--- src/hdl/dds_pkg.sv ---
// ----------------------------------------------------------------------------
// dds_pkg
// Shared types and constants for the control-line deframer and status decoder.
// ----------------------------------------------------------------------------
`default_nettype none

package dds_pkg;

    localparam int MAX_PAYLOAD = 16;
    localparam int STORE_DEPTH = 7;
    localparam int CNT_W       = $clog2(MAX_PAYLOAD + 1);
    localparam int IDX_W       = $clog2(STORE_DEPTH);

    localparam logic [15:0] HDR_WORD = 16'h1610;
    localparam logic [7:0]  DLE      = 8'h10;
    localparam logic [7:0]  STX      = 8'h02;
    localparam logic [7:0]  ETX      = 8'h03;

    localparam logic [7:0] CODE_STATUS = 8'hF8;
    localparam logic [7:0] CODE_MODE   = 8'hF4;
    localparam logic [7:0] CODE_CHAN   = 8'hFE;

    localparam logic [CNT_W-1:0] LEN_STATUS = CNT_W'(9);
    localparam logic [CNT_W-1:0] LEN_SHORT  = CNT_W'(3);

    localparam logic [1:0] KIND_STATUS = 2'd0;
    localparam logic [1:0] KIND_MODE   = 2'd1;
    localparam logic [1:0] KIND_CHAN   = 2'd2;

    localparam logic [24:0] FREQ_BASE = 25'd4000000;
    localparam logic [24:0] FREQ_STEP = 25'd250;

    typedef enum logic [2:0] {
        PH_HUNT,
        PH_BODY,
        PH_ESC,
        PH_TRAIL1,
        PH_TRAIL2
    } phase_t;

    typedef struct packed {
        logic                            done;
        logic                            in_trail2;
        logic                            overflow;
        logic [CNT_W-1:0]                count;
        logic [STORE_DEPTH-1:0][7:0]     payload;
    } frame_t;

endpackage

`default_nettype wire

--- src/hdl/dds_deframe.sv ---
// ----------------------------------------------------------------------------
// dds_deframe
// Header hunt, body unstuffing and trailer skip for the control-line frames.
// ----------------------------------------------------------------------------
`default_nettype none

module dds_deframe (
    input  wire logic          clk,
    input  wire logic          rst_n,
    input  wire logic          byte_valid,
    input  wire logic [7:0]    rx_byte,
    output dds_pkg::frame_t    frame
);
    import dds_pkg::*;

    phase_t                      phase_reg, phase_next;
    logic [15:0]                 window_reg, window_next;
    logic [CNT_W-1:0]            count_reg, count_next;
    logic                        ovf_reg, ovf_next;
    logic [STORE_DEPTH-1:0][7:0] payload_reg;
    logic                        store_en;
    logic [7:0]                  store_byte;

    always_comb
    begin
        phase_next  = phase_reg;
        window_next = window_reg;
        count_next  = count_reg;
        ovf_next    = ovf_reg;
        store_en    = 1'b0;
        store_byte  = rx_byte;
        if (byte_valid)
        begin
            unique case (phase_reg)
                PH_BODY:
                begin
                    if (rx_byte == DLE)
                    begin
                        phase_next = PH_ESC;
                    end
                    else
                    begin
                        store_en = 1'b1;
                    end
                end
                PH_ESC:
                begin
                    if (rx_byte == DLE)
                    begin
                        store_en   = 1'b1;
                        store_byte = DLE;
                        phase_next = PH_BODY;
                    end
                    else if (rx_byte == ETX)
                    begin
                        phase_next = PH_TRAIL1;
                    end
                    else
                    begin
                        phase_next  = PH_HUNT;
                        window_next = {8'h00, rx_byte};
                    end
                end
                PH_TRAIL1:
                begin
                    phase_next = PH_TRAIL2;
                end
                PH_TRAIL2:
                begin
                    phase_next  = PH_HUNT;
                    window_next = 16'h0000;
                end
                default:
                begin
                    if (window_reg == HDR_WORD && rx_byte == STX)
                    begin
                        phase_next  = PH_BODY;
                        window_next = 16'h0000;
                        count_next  = '0;
                        ovf_next    = 1'b0;
                    end
                    else
                    begin
                        phase_next  = PH_HUNT;
                        window_next = {window_reg[7:0], rx_byte};
                    end
                end
            endcase
            if (store_en)
            begin
                if (count_reg < CNT_W'(MAX_PAYLOAD))
                begin
                    count_next = count_reg + CNT_W'(1);
                end
                else
                begin
                    ovf_next = 1'b1;
                end
            end
        end
    end

    always_ff @(posedge clk or negedge rst_n)
    begin
        if (!rst_n)
        begin
            phase_reg  <= PH_HUNT;
            window_reg <= 16'h0000;
            count_reg  <= '0;
            ovf_reg    <= 1'b0;
        end
        else
        begin
            phase_reg  <= phase_next;
            window_reg <= window_next;
            count_reg  <= count_next;
            ovf_reg    <= ovf_next;
        end
    end

    always_ff @(posedge clk)
    begin
        if (store_en && count_reg < CNT_W'(STORE_DEPTH))
        begin
            payload_reg[count_reg[IDX_W-1:0]] <= store_byte;
        end
    end

    assign frame.done      = byte_valid && phase_reg == PH_TRAIL2;
    assign frame.in_trail2 = phase_reg == PH_TRAIL2;
    assign frame.overflow  = ovf_reg;
    assign frame.count     = count_reg;
    assign frame.payload   = payload_reg;

endmodule

`default_nettype wire

--- src/hdl/dds_status.sv ---
// ----------------------------------------------------------------------------
// dds_status
// Payload decode, radio state registers and the result output register.
// ----------------------------------------------------------------------------
`default_nettype none

module dds_status (
    input  wire logic          clk,
    input  wire logic          rst_n,
    input  dds_pkg::frame_t    frame,
    input  wire logic          out_ready,
    output logic               out_valid,
    output logic [1:0]         report_kind,
    output logic [7:0]         work_mode,
    output logic [7:0]         channel_number,
    output logic [24:0]        tx_freq_100hz,
    output logic [24:0]        rx_freq_100hz,
    output logic               link_up
);
    import dds_pkg::*;

    logic        good_status, good_mode, good_chan, load;
    logic        copies_agree, frame_ok;
    logic [7:0]  mode_reg, mode_next;
    logic [7:0]  chan_reg, chan_next;
    logic [15:0] tx_raw_reg, tx_raw_next;
    logic [15:0] rx_raw_reg, rx_raw_next;
    logic        conn_reg;
    logic [1:0]  kind_next;
    logic [24:0] tx_prod, rx_prod;
    logic        valid_reg, valid_next;
    logic [1:0]  kind_reg;
    logic [7:0]  out_mode_reg, out_chan_reg;
    logic [24:0] tx_freq_reg, rx_freq_reg;

    assign frame_ok     = frame.done && !frame.overflow;
    assign copies_agree = frame.payload[1] == frame.payload[2];
    assign good_status  = frame_ok && frame.count == LEN_STATUS
                          && frame.payload[0] == CODE_STATUS;
    assign good_mode    = frame_ok && frame.count == LEN_SHORT && copies_agree
                          && frame.payload[0] == CODE_MODE;
    assign good_chan    = frame_ok && frame.count == LEN_SHORT && copies_agree
                          && frame.payload[0] == CODE_CHAN;
    assign load         = good_status || good_mode || good_chan;

    always_comb
    begin
        mode_next   = mode_reg;
        chan_next   = chan_reg;
        tx_raw_next = tx_raw_reg;
        rx_raw_next = rx_raw_reg;
        kind_next   = KIND_STATUS;
        if (good_status)
        begin
            mode_next   = frame.payload[1];
            tx_raw_next = {frame.payload[2], frame.payload[3]};
            rx_raw_next = {frame.payload[4], frame.payload[5]};
            chan_next   = frame.payload[6];
        end
        else if (good_mode)
        begin
            mode_next = frame.payload[1];
            kind_next = KIND_MODE;
        end
        else if (good_chan)
        begin
            chan_next = frame.payload[1];
            kind_next = KIND_CHAN;
        end
    end

    assign tx_prod    = 25'(tx_raw_next) * FREQ_STEP;
    assign rx_prod    = 25'(rx_raw_next) * FREQ_STEP;
    assign valid_next = load || (valid_reg && !out_ready);

    always_ff @(posedge clk or negedge rst_n)
    begin
        if (!rst_n)
        begin
            mode_reg   <= 8'h00;
            chan_reg   <= 8'h00;
            tx_raw_reg <= 16'h0000;
            rx_raw_reg <= 16'h0000;
            conn_reg   <= 1'b0;
            valid_reg  <= 1'b0;
        end
        else
        begin
            valid_reg <= valid_next;
            if (load)
            begin
                mode_reg   <= mode_next;
                chan_reg   <= chan_next;
                tx_raw_reg <= tx_raw_next;
                rx_raw_reg <= rx_raw_next;
                conn_reg   <= 1'b1;
            end
        end
    end

    always_ff @(posedge clk)
    begin
        if (load)
        begin
            kind_reg     <= kind_next;
            out_mode_reg <= mode_next;
            out_chan_reg <= chan_next;
            tx_freq_reg  <= tx_prod + FREQ_BASE;
            rx_freq_reg  <= rx_prod + FREQ_BASE;
        end
    end

    assign out_valid      = valid_reg;
    assign report_kind    = kind_reg;
    assign work_mode      = out_mode_reg;
    assign channel_number = out_chan_reg;
    assign tx_freq_100hz  = tx_freq_reg;
    assign rx_freq_100hz  = rx_freq_reg;
    assign link_up        = conn_reg;

endmodule

`default_nettype wire

--- src/hdl/dle_deframer_radio_status_decoder.sv ---
// ----------------------------------------------------------------------------
// dle_deframer_radio_status_decoder
// Control-line frame deframer with radio status reply decoding.
// ----------------------------------------------------------------------------
// One byte is taken per cycle; the parser state machine handles every byte in
// the cycle of its transfer. A report is valid the cycle after the transfer of the
// second trailer byte. Input stalls only on a second trailer byte while a
// report still waits. Reset clears the parser and radio state; the payload
// byte registers are not reset.
`default_nettype none

module dle_deframer_radio_status_decoder (
    input  wire logic        clk,
    input  wire logic        rst_n,
    input  wire logic        s_axis_tvalid,
    output logic             s_axis_tready,
    input  wire logic [7:0]  s_axis_tdata,   // [7:0] rx_byte
    output logic             m_axis_tvalid,
    input  wire logic        m_axis_tready,
    // [1:0] report_kind, [9:2] work_mode, [17:10] channel_number,
    // [42:18] tx_freq_100hz, [67:43] rx_freq_100hz, [68] link_up, [71:69] zero
    output logic [71:0]      m_axis_tdata
);
    import dds_pkg::*;

    frame_t      frame;
    logic        byte_valid;
    logic [1:0]  report_kind;
    logic [7:0]  work_mode;
    logic [7:0]  channel_number;
    logic [24:0] tx_freq_100hz;
    logic [24:0] rx_freq_100hz;
    logic        link_up;

    assign s_axis_tready = !(frame.in_trail2 && m_axis_tvalid);
    assign byte_valid    = s_axis_tvalid && s_axis_tready;

    dds_deframe u_deframe (
        .clk        (clk),
        .rst_n      (rst_n),
        .byte_valid (byte_valid),
        .rx_byte    (s_axis_tdata),
        .frame      (frame)
    );

    dds_status u_status (
        .clk            (clk),
        .rst_n          (rst_n),
        .frame          (frame),
        .out_ready      (m_axis_tready),
        .out_valid      (m_axis_tvalid),
        .report_kind    (report_kind),
        .work_mode      (work_mode),
        .channel_number (channel_number),
        .tx_freq_100hz  (tx_freq_100hz),
        .rx_freq_100hz  (rx_freq_100hz),
        .link_up        (link_up)
    );

    assign m_axis_tdata = {3'b000, link_up, rx_freq_100hz, tx_freq_100hz,
                           channel_number, work_mode, report_kind};

    a_stall_only_when_full: assert property (@(posedge clk) disable iff (!rst_n)
        !s_axis_tready |-> m_axis_tvalid)
        else $error("Input stalled with no report pending.");

    a_report_has_link: assert property (@(posedge clk) disable iff (!rst_n)
        m_axis_tvalid |-> m_axis_tdata[68])
        else $error("Report given while link is down.");

    a_kind_legal: assert property (@(posedge clk) disable iff (!rst_n)
        m_axis_tvalid |-> m_axis_tdata[1:0] != 2'd3)
        else $error("Illegal report kind.");

    a_report_after_transfer: assert property (@(posedge clk) disable iff (!rst_n)
        $rose(m_axis_tvalid) |-> $past(s_axis_tvalid && s_axis_tready))
        else $error("Report appeared without an input transfer.");

endmodule

`default_nettype wire
--- config.mk ---
export PLATFORM = sky130hd
export DESIGN_NAME = dle_deframer_radio_status_decoder
export DESIGN_NICKNAME = d
export VERILOG_FILES = /design/src/hdl/dds_pkg.sv /design/src/hdl/dds_deframe.sv /design/src/hdl/dds_status.sv /design/src/hdl/dle_deframer_radio_status_decoder.sv
export SDC_FILE = /design/constraint.sdc
export NUM_CORES = 1
export LEC_CHECK = 0
export BUFFER_PORTS_ARGS = -buffer_cell sky130_fd_sc_hd__buf_2
export CAP_MARGIN = 20
export CORE_ASPECT_RATIO = 0.7
export CORE_MARGIN = 2
export CORE_UTILIZATION = 24
export DETAILED_ROUTE_END_ITERATION = 8
export GPL_TIMING_DRIVEN = 0
export PLACE_DENSITY_LB_ADDON = 0.1
export REMOVE_ABC_BUFFERS = 1
export SLEW_MARGIN = 20
export SYNTH_ARGS = -nofsm -noshare
export SYNTH_HDL_FRONTEND = slang
export SYNTH_SLANG_ARGS = --single-unit
--- constraint.sdc ---
create_clock -name clk -period 6.9 [get_ports clk]
set_input_delay 1.035 -clock clk [delete_from_list [all_inputs] [get_ports clk]]
set_output_delay 1.035 -clock clk [all_outputs]
set_load 0.02 [all_outputs]
==> run_results.csv, run 1 <==
group,metric,value,unit
run_status,status,"completed",
clock_tree,ctsHoldBuffers,0,
routing,wl_met2,12700,um
routing,drtIter0Drc,374,
routing,routed.top_layer,"met4",
global_route,grt_pass1_wl,51900,um
timing,slew_viol_final,0,
worst_setup_path,worstSetupEndpointType,"flop",
pwr,power_frac_comb,0.021,
worst_setup_path,r2r_slack,0.25,ns
timing,timing.fmax,149,MHz
synth,yosysUniqueCellTypes,76,
pwr,power_density,142,nW/um2
die,die-area,58300,um2
clock_tree,cts_tree,"yes",
synth,synth_edf_count,122,
routing,route.vias.total,8669,
pwr,power.share.clock,0.448,
die,die_h,203,um
synth,syn_area,13500,um2
synth,ys.warnings.count,0,
synth,postSynthCellCount,1164,
worst_setup_path,critPathLaunchType,"input pin",
die,rows,72,
worst_setup_path,crit_fanout,7,
timing,finClkSkew,0.0161,ns
global_route,grt_pass1_vias,8918,
worst_setup_path,timing.rr.end,"u_status.rx_freq_100hz[24]",
placed_design,dp_hpwl,23000,um
synth,yosysTopAreaCell,"edfxtp_1",
placed_design,gp_congestion,0.744,
placed_design,place_area,14800,um2
final_layout,instances_no_fill,2048,
synth,synthTopCellsByArea,"edfxtp_1, fa_1, dfrtp_1",
pwr,p_sw,0.000588,W
clock_tree,clk_latency,0.47,ns
global_route,grt_max_degree,41,
clock_tree,htreeDepth,4,
timing,tightest_slew,0.972,ns
clock_tree,clock_path_buffers,2,
final_layout,nets,1504,
routing,dr_wl_met3,899,um
pwr,total_power,0.00238,W
timing,grt_setup_unrepaired,"yes",
pwr,seqPwrFrac,0.531,
routing,wl_per_cell,16.0,um
worst_setup_path,rr_worst_depth,25,
synth,yosysSeqAreaShare,0.410,
routing,first_pass_iters,5,
final_layout,utilization,0.301,
pwr,power.leakage,6.97,nW
pwr,cell_internal_pwr,0.00179,W
final_layout,layout_commonest_cell,"inv_1",
worst_setup_path,worst-setup-path-type,"in2reg",
synth,synth_area_per_cell,11.6,um2
final_layout,post-route-cell-area,16700,um2
placed_design,dp.cells,1952,
die,start_util,0.244,
min_path,hold_path.class,"in2async",
synth,yosys_register_bits,197,
synth,synth_top_area_frac,0.271,
synth,synthArstFlopShare,0.381,
routing,wl,32900,um
clock_tree,cts_num_sinks,197,
synth,ys.flop_type,"edfxtp_1",
job,drv.max_cap_violation_count,0,
routing,drcViolationCount,0,
global_route,antenna_found_initial,0,
die,ioPinCount,86,
die,core-area,55400,um2
routing,wl_met1,19000,um
worst_setup_path,cp.required,7.12,ns
timing,setup_viol,0,
final_layout,area_growth,23.4,%
final_layout,drive_above_1_share,0.272,
die,fp.dieW,288,um
pwr,swShare,0.248,
worst_setup_path,cp_data_arrival_time,6.94,ns
pwr,peakVddDrop,0.141,mV
worst_setup_path,reg2reg_from,"u_deframe.phase_reg[1]",
placed_design,port_buffers,80,
timing,hold_viol,0,
timing,period_share,0.974,
timing,period_needed,6.72,ns
timing,relSlewSlack,0.349,
routing,vias_per_cell,4.23,
routing,ant_nets,0,
final_layout,layout_common_cells,"inv_1, edfxtp_1, fa_1",
clock_tree,cts_buffers,17,
clock_tree,clkTransAtPathRegs,0.08,ns
clock_tree,clockRootBuffer,"clkbuf_16",
global_route,overflow,0,
timing,holdWs,0.459,ns
global_route,grt_use_total,0.116,
final_layout,largest_reg_flops,56,
-- cell type report --
class,count,area (um2)
fill,5701,38700
timing repair buffer,144,1050
tap,740,926
inverter,167,637
antenna,1,2.50
sequential,197,5540
clock buffer,18,429
multi-input combinational,767,7930
clock inverter,14,164
-- worst max path at each step --
| stage | startpoint | endpoint | slack (ns) | cells past startpoint |
|---|---|---|---|---|
| finish | s_axis_tvalid | u_status.rx_freq_100hz[24] | 0.18 | 25 |
| global route | s_axis_tvalid | u_status.rx_freq_100hz[24] | -0.04 | 25 |
| CTS | u_deframe.phase_reg[0] | u_status.rx_freq_100hz[24] | 0.006 | 25 |
| detailed placement | s_axis_tvalid | u_status.tx_freq_100hz[22] | -1.95 | 24 |
| global placement | s_axis_tvalid | u_status.tx_freq_100hz[22] | -4.10 | 21 |
| floorplan | s_axis_tvalid | u_status.tx_freq_100hz[22] | -1.80 | 20 |
-- power by group through the flow --
stage,clock network (W),registers (W),logic (W)
after global routing,0.00116,0.00126,0.0000560
after detailed placement,0,0.00129,0.0000510
after floorplan,0,0.00129,0.0000176
final,0.00106,0.00126,0.0000498
after global placement,0,0.00129,0.0000484
after CTS,0.00111,0.00126,0.0000514
-- metrics by stage --
| step | worst slack [ns] | setup TNS (ns) |
|---|---|---|
| floorplan | -1.80 | -43.18 |
| detailed placement | -1.95 | -42.32 |
| CTS | 0.00609 | 0 |
| global placement | -4.10 | -192.81 |
| finish | 0.180 | 0 |
| global route | -0.0362 | -0.0820 |
-- Yosys cell counts (13+ instances only) --
cell type and count:
clkbuf_1 22, edfxtp_1 122, mux2i_1 15, nor3_1 21, a21oi_1 46, ha_1 101, mux2_1 13, inv_1 166
xnor2_1 65, a22o_1 16, a21o_1 14, dfrtp_1 75, nand3_1 20, nand2_1 58, o21ai_0 40, nor2_1 49
xor2_1 26, fa_1 97, mux2_2 54
-- what timing repair did --
item | 4_1_cts | 5_1_grt
resized for setup | 72 | 83
endpoints found under the setup margin | 31 | 16
buffers inserted | 22 | 36
cloned | 3 | 2
pin swaps | 16 | 29
-- metal layers --
metal,track usage,vias to the layer above
li1,-,4252
met1,0.190,4314
met2,0.153,88
met3,0.0231,15
met4,0.0240,0
met5,0,-
-- logic make-up (layout without fill, tap and decap cells) --
logic type      after synthesis  count (layout)  synth area share
simple gates                212             214            0.0793
buf+inv                     206             343            0.0601
fa+ha+maj                   198             198             0.237
flops                       197             197             0.410
compound gates              176             176            0.0862
xor+xnor                     91              91            0.0590
mux                          83              83            0.0680
other cells                   1               6          0.000277
-- critical path, cell delays in order --
cell,delay [ns]
buf_8,0.10
nand4bb_4,0.12
nor4_4,0.26
and4_4,0.38
buf_8,0.15
buf_4,0.12
mux2_4,0.35
xor2_2,0.19
ha_1,0.28
inv_1,0.04
fa_1,0.45
fa_1,0.50
inv_1,0.06
fa_1,0.54
ha_4,0.22
a21o_1,0.18
a31o_4,0.24
or3_1,0.36
and2_1,0.17
ha_2,0.19
a21boi_4,0.14
nand4b_1,0.18
a21oi_2,0.09
or3b_4,0.41
and3_1,0.19
(Power assumes the default switching activity.)
==> run 2: changes to the inputs <==
--- a/config.mk
+++ b/config.mk
@@ -14,2 +14,3 @@
 export GPL_TIMING_DRIVEN = 0
+export MAX_ROUTING_LAYER = met4
 export PLACE_DENSITY_LB_ADDON = 0.1
--- a/constraint.sdc
+++ b/constraint.sdc
@@ -3,2 +3,2 @@
 set_output_delay 1.035 -clock clk [all_outputs]
-set_load 0.02 [all_outputs]
+set_load 0.1 [all_outputs]
==> run_results.csv, run 2 (synthesis gave the netlist of run 1 again) <==
group,metric,value,unit
final_layout,multi_input_area,7920,um2
timing,period_share,0.974,
global_route,grt_max_degree,41,
final_layout,area_growth,23.4,%
placed_design,pre_cts_slack,-1.95,ns
clock_tree,clock_path_buffers,2,
min_path,hold_path.class,"in2async",
timing,tightest_slew,1.00,ns
worst_setup_path,rr_worst_depth,25,
timing,slew_viol_final,0,
placed_design,dp_hpwl,23000,um
pwr,power_density,143,nW/um2
pwr,total_power,0.00238,W
timing,relSlewSlack,0.329,
timing,finClkSkew,0.0167,ns
routing,drcViolationCount,0,
die,core-area,55400,um2
die,ioPinCount,86,
worst_setup_path,critPathLaunchType,"input pin",
clock_tree,cts_tree,"yes",
final_layout,fillers,5702,
routing,ant_nets,0,
routing,drtIter0Drc,355,
placed_design,gp_congestion,0.753,
die,rows,72,
timing,holdWs,0.459,ns
global_route,overflow,0,
die,start_util,0.244,
global_route,antenna_found_initial,0,
routing,wl_per_cell,16.0,um
clock_tree,clkTransAtPathRegs,0.08,ns
final_layout,drive_above_1_share,0.269,
final_layout,seqCellArea,5540,um2
worst_setup_path,worst-setup-path-type,"in2reg",
worst_setup_path,cp.required,7.12,ns
worst_setup_path,worstSetupEndpointType,"flop",
die,fp.dieW,288,um
die,die-area,58300,um2
routing,route.vias.total,8664,
routing,wl,32800,um
pwr,peakVddDrop,0.142,mV
job,drv.max_cap_violation_count,0,
timing,setup_slack,0.178,ns
routing,first_pass_iters,4,
timing,hold_viol,0,
final_layout,nets,1505,
global_route,grt_use_total,0.120,
clock_tree,cts_num_sinks,197,
clock_tree,cts_buffers,17,
placed_design,port_buffers,80,
timing,timing.fmax,149,MHz
final_layout,layout_commonest_cell,"inv_1",
clock_tree,ctsHoldBuffers,0,
timing,grt_setup_unrepaired,"yes",
run_status,status,"completed",
timing,setup_viol,0,
global_route,grt_pass1_wl,51900,um
clock_tree,clk_latency,0.47,ns
pwr,power.leakage,6.98,nW
worst_setup_path,cp_data_arrival_time,6.94,ns
global_route,grt_pass1_vias,8930,
clock_tree,clockRootBuffer,"clkbuf_16",
clock_tree,htreeDepth,4,
timing,period_needed,6.72,ns
worst_setup_path,crit_fanout,7,
die,die_h,203,um
final_layout,largest_reg_flops,56,
routing,vias_per_cell,4.23,
final_layout,layout_common_cells,"inv_1, edfxtp_1, fa_1",
==> run 2: cell type report <==
| type | instances | share of cell area |
|---|---|---|
| Tap cell | 740 | 0.0555 |
| Clock inverter | 14 | 0.00983 |
| Timing Repair Buffer | 145 | 0.0636 |
| Antenna cell | 1 | 0.000150 |
| Sequential cell | 197 | 0.332 |
| Clock buffer | 18 | 0.0257 |
| Multi-Input combinational cell | 767 | 0.475 |
| Inverter | 167 | 0.0382 |
==> run 2: metal layers <==
layer	wire length, um	global-route usage
met1	18800	0.190
met2	12700	0.153
met3	1140	0.0255
met4	159	0.0195
met5	0	-
==> run 2: power breakdown <==
group	internal [W]	switching, W
logic	0.0000148	0.0000444
registers	0.00126	0.00000681
clock network	0.000518	0.000544
==> run 2: what timing repair did <==
item                                    in CTS  in global routing
resized for setup                           72                 79
gates cloned                                 3                  2
endpoints found under the hold margin        0                  0
buffers inserted                            22                 37
pin swaps                                   16                 31
endpoints found under the setup margin      31                 16
==> run 2: path summary, 6_finish.rpt <==
| check | from | end | slack [ns] |
|---|---|---|---|
| worst max-delay path | s_axis_tvalid | u_status.rx_freq_100hz[24] | 0.18 |
| worst min-delay path | rst_n | u_status.mode_reg[7] | 0.46 |
| worst max register to register | u_deframe.phase_reg[1] | u_status.rx_freq_100hz[24] | 0.26 |
| worst min register to register | u_status.link_up | u_status.link_up | 0.47 |
| max in group asynchronous | rst_n | u_status.rx_raw_reg[10] | 5.88 |
| min in group clk | u_status.link_up | u_status.link_up | 0.47 |
==> run 2: metrics by stage <==
stage | instance area, um2 | cells | TNS, ns | util
finish | 16700 | 2049 | 0 | 0.301
global route | 16700 | 2048 | -0.100 | 0.301
CTS | 15900 | 2009 | 0 | 0.288
detailed placement | 14800 | 1952 | -42.32 | 0.266
global placement | 14700 | 1949 | -192.81 | 0.265
floorplan | 13300 | 1129 | -43.23 | -
==> run 2: worst max-delay path: stages <==
cell	delay, ns
buf_6	0.11
nand4bb_4	0.12
nor4_4	0.25
and4_4	0.37
buf_8	0.15
buf_4	0.12
mux2_4	0.34
xor2_2	0.19
ha_1	0.28
inv_1	0.04
fa_1	0.45
fa_1	0.50
inv_1	0.06
fa_1	0.54
ha_4	0.22
a21o_1	0.18
a31o_4	0.24
or3_1	0.36
and2_1	0.17
ha_2	0.19
a21boi_4	0.14
nand4b_1	0.18
a21oi_2	0.08
or3b_4	0.41
and3_1	0.18
==> run 3: changes to the inputs <==
BUFFER_PORTS_ARGS = -buffer_cell sky130_fd_sc_hd__buf_4   (was -buffer_cell sky130_fd_sc_hd__buf_2)
==> run_results.csv, run 3 (synthesis gave the netlist of run 1 again) <==
group,metric,value,unit
run_status,status,"completed",
routing,route.vias.total,8712,
final_layout,drive_above_1_share,0.262,
clock_tree,clk_latency,0.47,ns
routing,drtIter0Drc,427,
routing,vias_per_cell,4.27,
worst_setup_path,rr_worst_depth,24,
worst_setup_path,path_buf_inv,7,
clock_tree,htreeDepth,4,
min_path,hold_path.class,"reg2reg",
worst_setup_path,cp_slowest_stage_delay,0.52,ns
worst_setup_path,crit_fanout,7,
worst_setup_path,crit_slowest_cell,"fa_1",
timing,holdWs,0.473,ns
pwr,swShare,0.249,
global_route,grt_use_total,0.120,
worst_setup_path,worstSetupEndpointType,"flop",
pwr,power.share.clock,0.446,
clock_tree,clockRootBuffer,"clkbuf_16",
final_layout,area_growth,24.8,%
pwr,peakVddDrop,0.125,mV
min_path,holdPathEnd,"u_status.chan_reg[1]",
die,die-area,58300,um2
pwr,total_power,0.00239,W
timing,finClkSkew,0.0151,ns
final_layout,instances_no_fill,2041,
timing,period_needed,6.68,ns
clock_tree,clkTransAtPathRegs,0.08,ns
global_route,grt_pass1_wl,52000,um
timing,slew_viol_final,0,
pwr,power.leakage,7.05,nW
global_route,grt_max_degree,43,
die,ioPinCount,86,
pwr,seqPwrFrac,0.529,
pwr,power_frac_comb,0.026,
timing,tns,0,ns
timing,setup_viol,0,
pwr,cell_internal_pwr,0.00179,W
die,die_h,203,um
final_layout,seqCellArea,5540,um2
die,core-area,55400,um2
global_route,antenna_found_initial,0,
routing,wl_per_cell,16.3,um
clock_tree,cts_num_sinks,197,
timing,tightest_slew,1.09,ns
worst_setup_path,timing.rr.end,"u_status.rx_freq_100hz[24]",
min_path,hold_start,"u_deframe.frame[49]",
clock_tree,clock_path_buffers,2,
final_layout,multi_input_area,7930,um2
routing,first_pass_iters,4,
final_layout,antenna_cells,0,
clock_tree,ctsHoldBuffers,0,
timing,relSlewSlack,0.274,
worst_setup_path,r2r_slack,0.29,ns
final_layout,nets,1498,
clock_tree,cts_buffers,17,
worst_setup_path,crit_family,"adder cells",
clock_tree,cts_tree,"yes",
final_layout,largest_reg_flops,56,
final_layout,fillers,5680,
worst_setup_path,worst-setup-path-type,"in2reg",
global_route,grt_pass1_vias,8797,
placed_design,port_buffers,80,
min_path,hold_path_depth,2,
timing,period_share,0.969,
placed_design,dp_hpwl,23200,um
die,fp.dieW,288,um
worst_setup_path,cp_data_arrival_time,6.90,ns
worst_setup_path,reg2reg_from,"u_status.out_valid",
routing,ant_nets,0,
timing,timing.fmax,150,MHz
worst_setup_path,crit_top_cell,"fa_1",
job,drv.max_cap_violation_count,0,
timing,hold_viol,0,
global_route,overflow,0,
routing,drcViolationCount,0,
worst_setup_path,cp.required,7.12,ns
pwr,p_sw,0.000595,W
die,rows,72,
die,start_util,0.244,
placed_design,dp.cells,1953,
final_layout,layout_common_cells,"inv_1, buf_4, edfxtp_1",
pwr,power_density,142,nW/um2
placed_design,gp_congestion,0.742,
final_layout,layout_commonest_cell,"inv_1",
routing,wl,33200,um
worst_setup_path,critPathLaunchType,"input pin",
-- run 3: per-stage QoR --
stage           util  worst slack [ns]  cell area, um2
6_report       0.304             0.216           16900
2_1_floorplan      -             -1.81           13300
3_3_place_gp   0.268             -4.11           14900
4_1_cts        0.290          0.000181           16100
5_1_grt        0.304           -0.0240           16900
3_5_place_dp   0.270             -1.91           15000
-- run 3: metal layers --
layer	share of wire	track usage	up-vias	wire [um]
li1	-	-	4262	-
met5	0	-	-	0
met3	0.031	0.0233	14	1030
met4	0.0081	0.0251	0	269
met2	0.39	0.152	102	12800
met1	0.57	0.192	4334	19100
-- run 3: how the worst max path moves through the flow --
stage	from	endpoint	slack, ns	cells after the start
after floorplan	s_axis_tvalid	u_status.tx_freq_100hz[22]	-1.81	20
after global placement	s_axis_tvalid	u_status.tx_freq_100hz[22]	-4.11	21
after detailed placement	s_axis_tvalid	u_status.tx_freq_100hz[24]	-1.91	24
after CTS	u_deframe.phase_reg[1]	u_status.tx_freq_100hz[22]	0.0002	24
after global routing	s_axis_tvalid	u_status.rx_freq_100hz[23]	-0.02	27
final	s_axis_tvalid	u_status.rx_freq_100hz[24]	0.22	25
-- run 3: timing repair --
item                                    CTS  global route
cloned                                    3             2
hold endpoints to repair                  0             0
pin swaps                                 9            33
buffers inserted                         21            30
gates resized for setup                  54            93
endpoints found under the setup margin   30            14
-- run 3: power by group through the flow --
| stage | clock network (W) | registers, W | logic [W] |
|---|---|---|---|
| 6_report | 0.00106 | 0.00126 | 0.0000611 |
| 5_1_grt | 0.00117 | 0.00126 | 0.0000667 |
| 4_1_cts | 0.00112 | 0.00126 | 0.0000627 |
| 3_5_place_dp | 0 | 0.00129 | 0.0000622 |
| 3_3_place_gp | 0 | 0.00129 | 0.0000601 |
| 2_1_floorplan | 0 | 0.00129 | 0.0000270 |
-- run 3: worst min-delay path, cell delays in order, from the launching register on --
cell and delay [ns]:
edfxtp_1 0.33, nand2_1 0.05, o21ai_0 0.06
-- run 3: cell type report --
cell class | instances | share of cell area
flip-flops and latches | 197 | 0.329
repair buffers | 138 | 0.0726
multi-input cells | 767 | 0.470
clock inverters | 13 | 0.00987
inverters | 167 | 0.0380
clock buffers | 19 | 0.0257
well taps | 740 | 0.0549
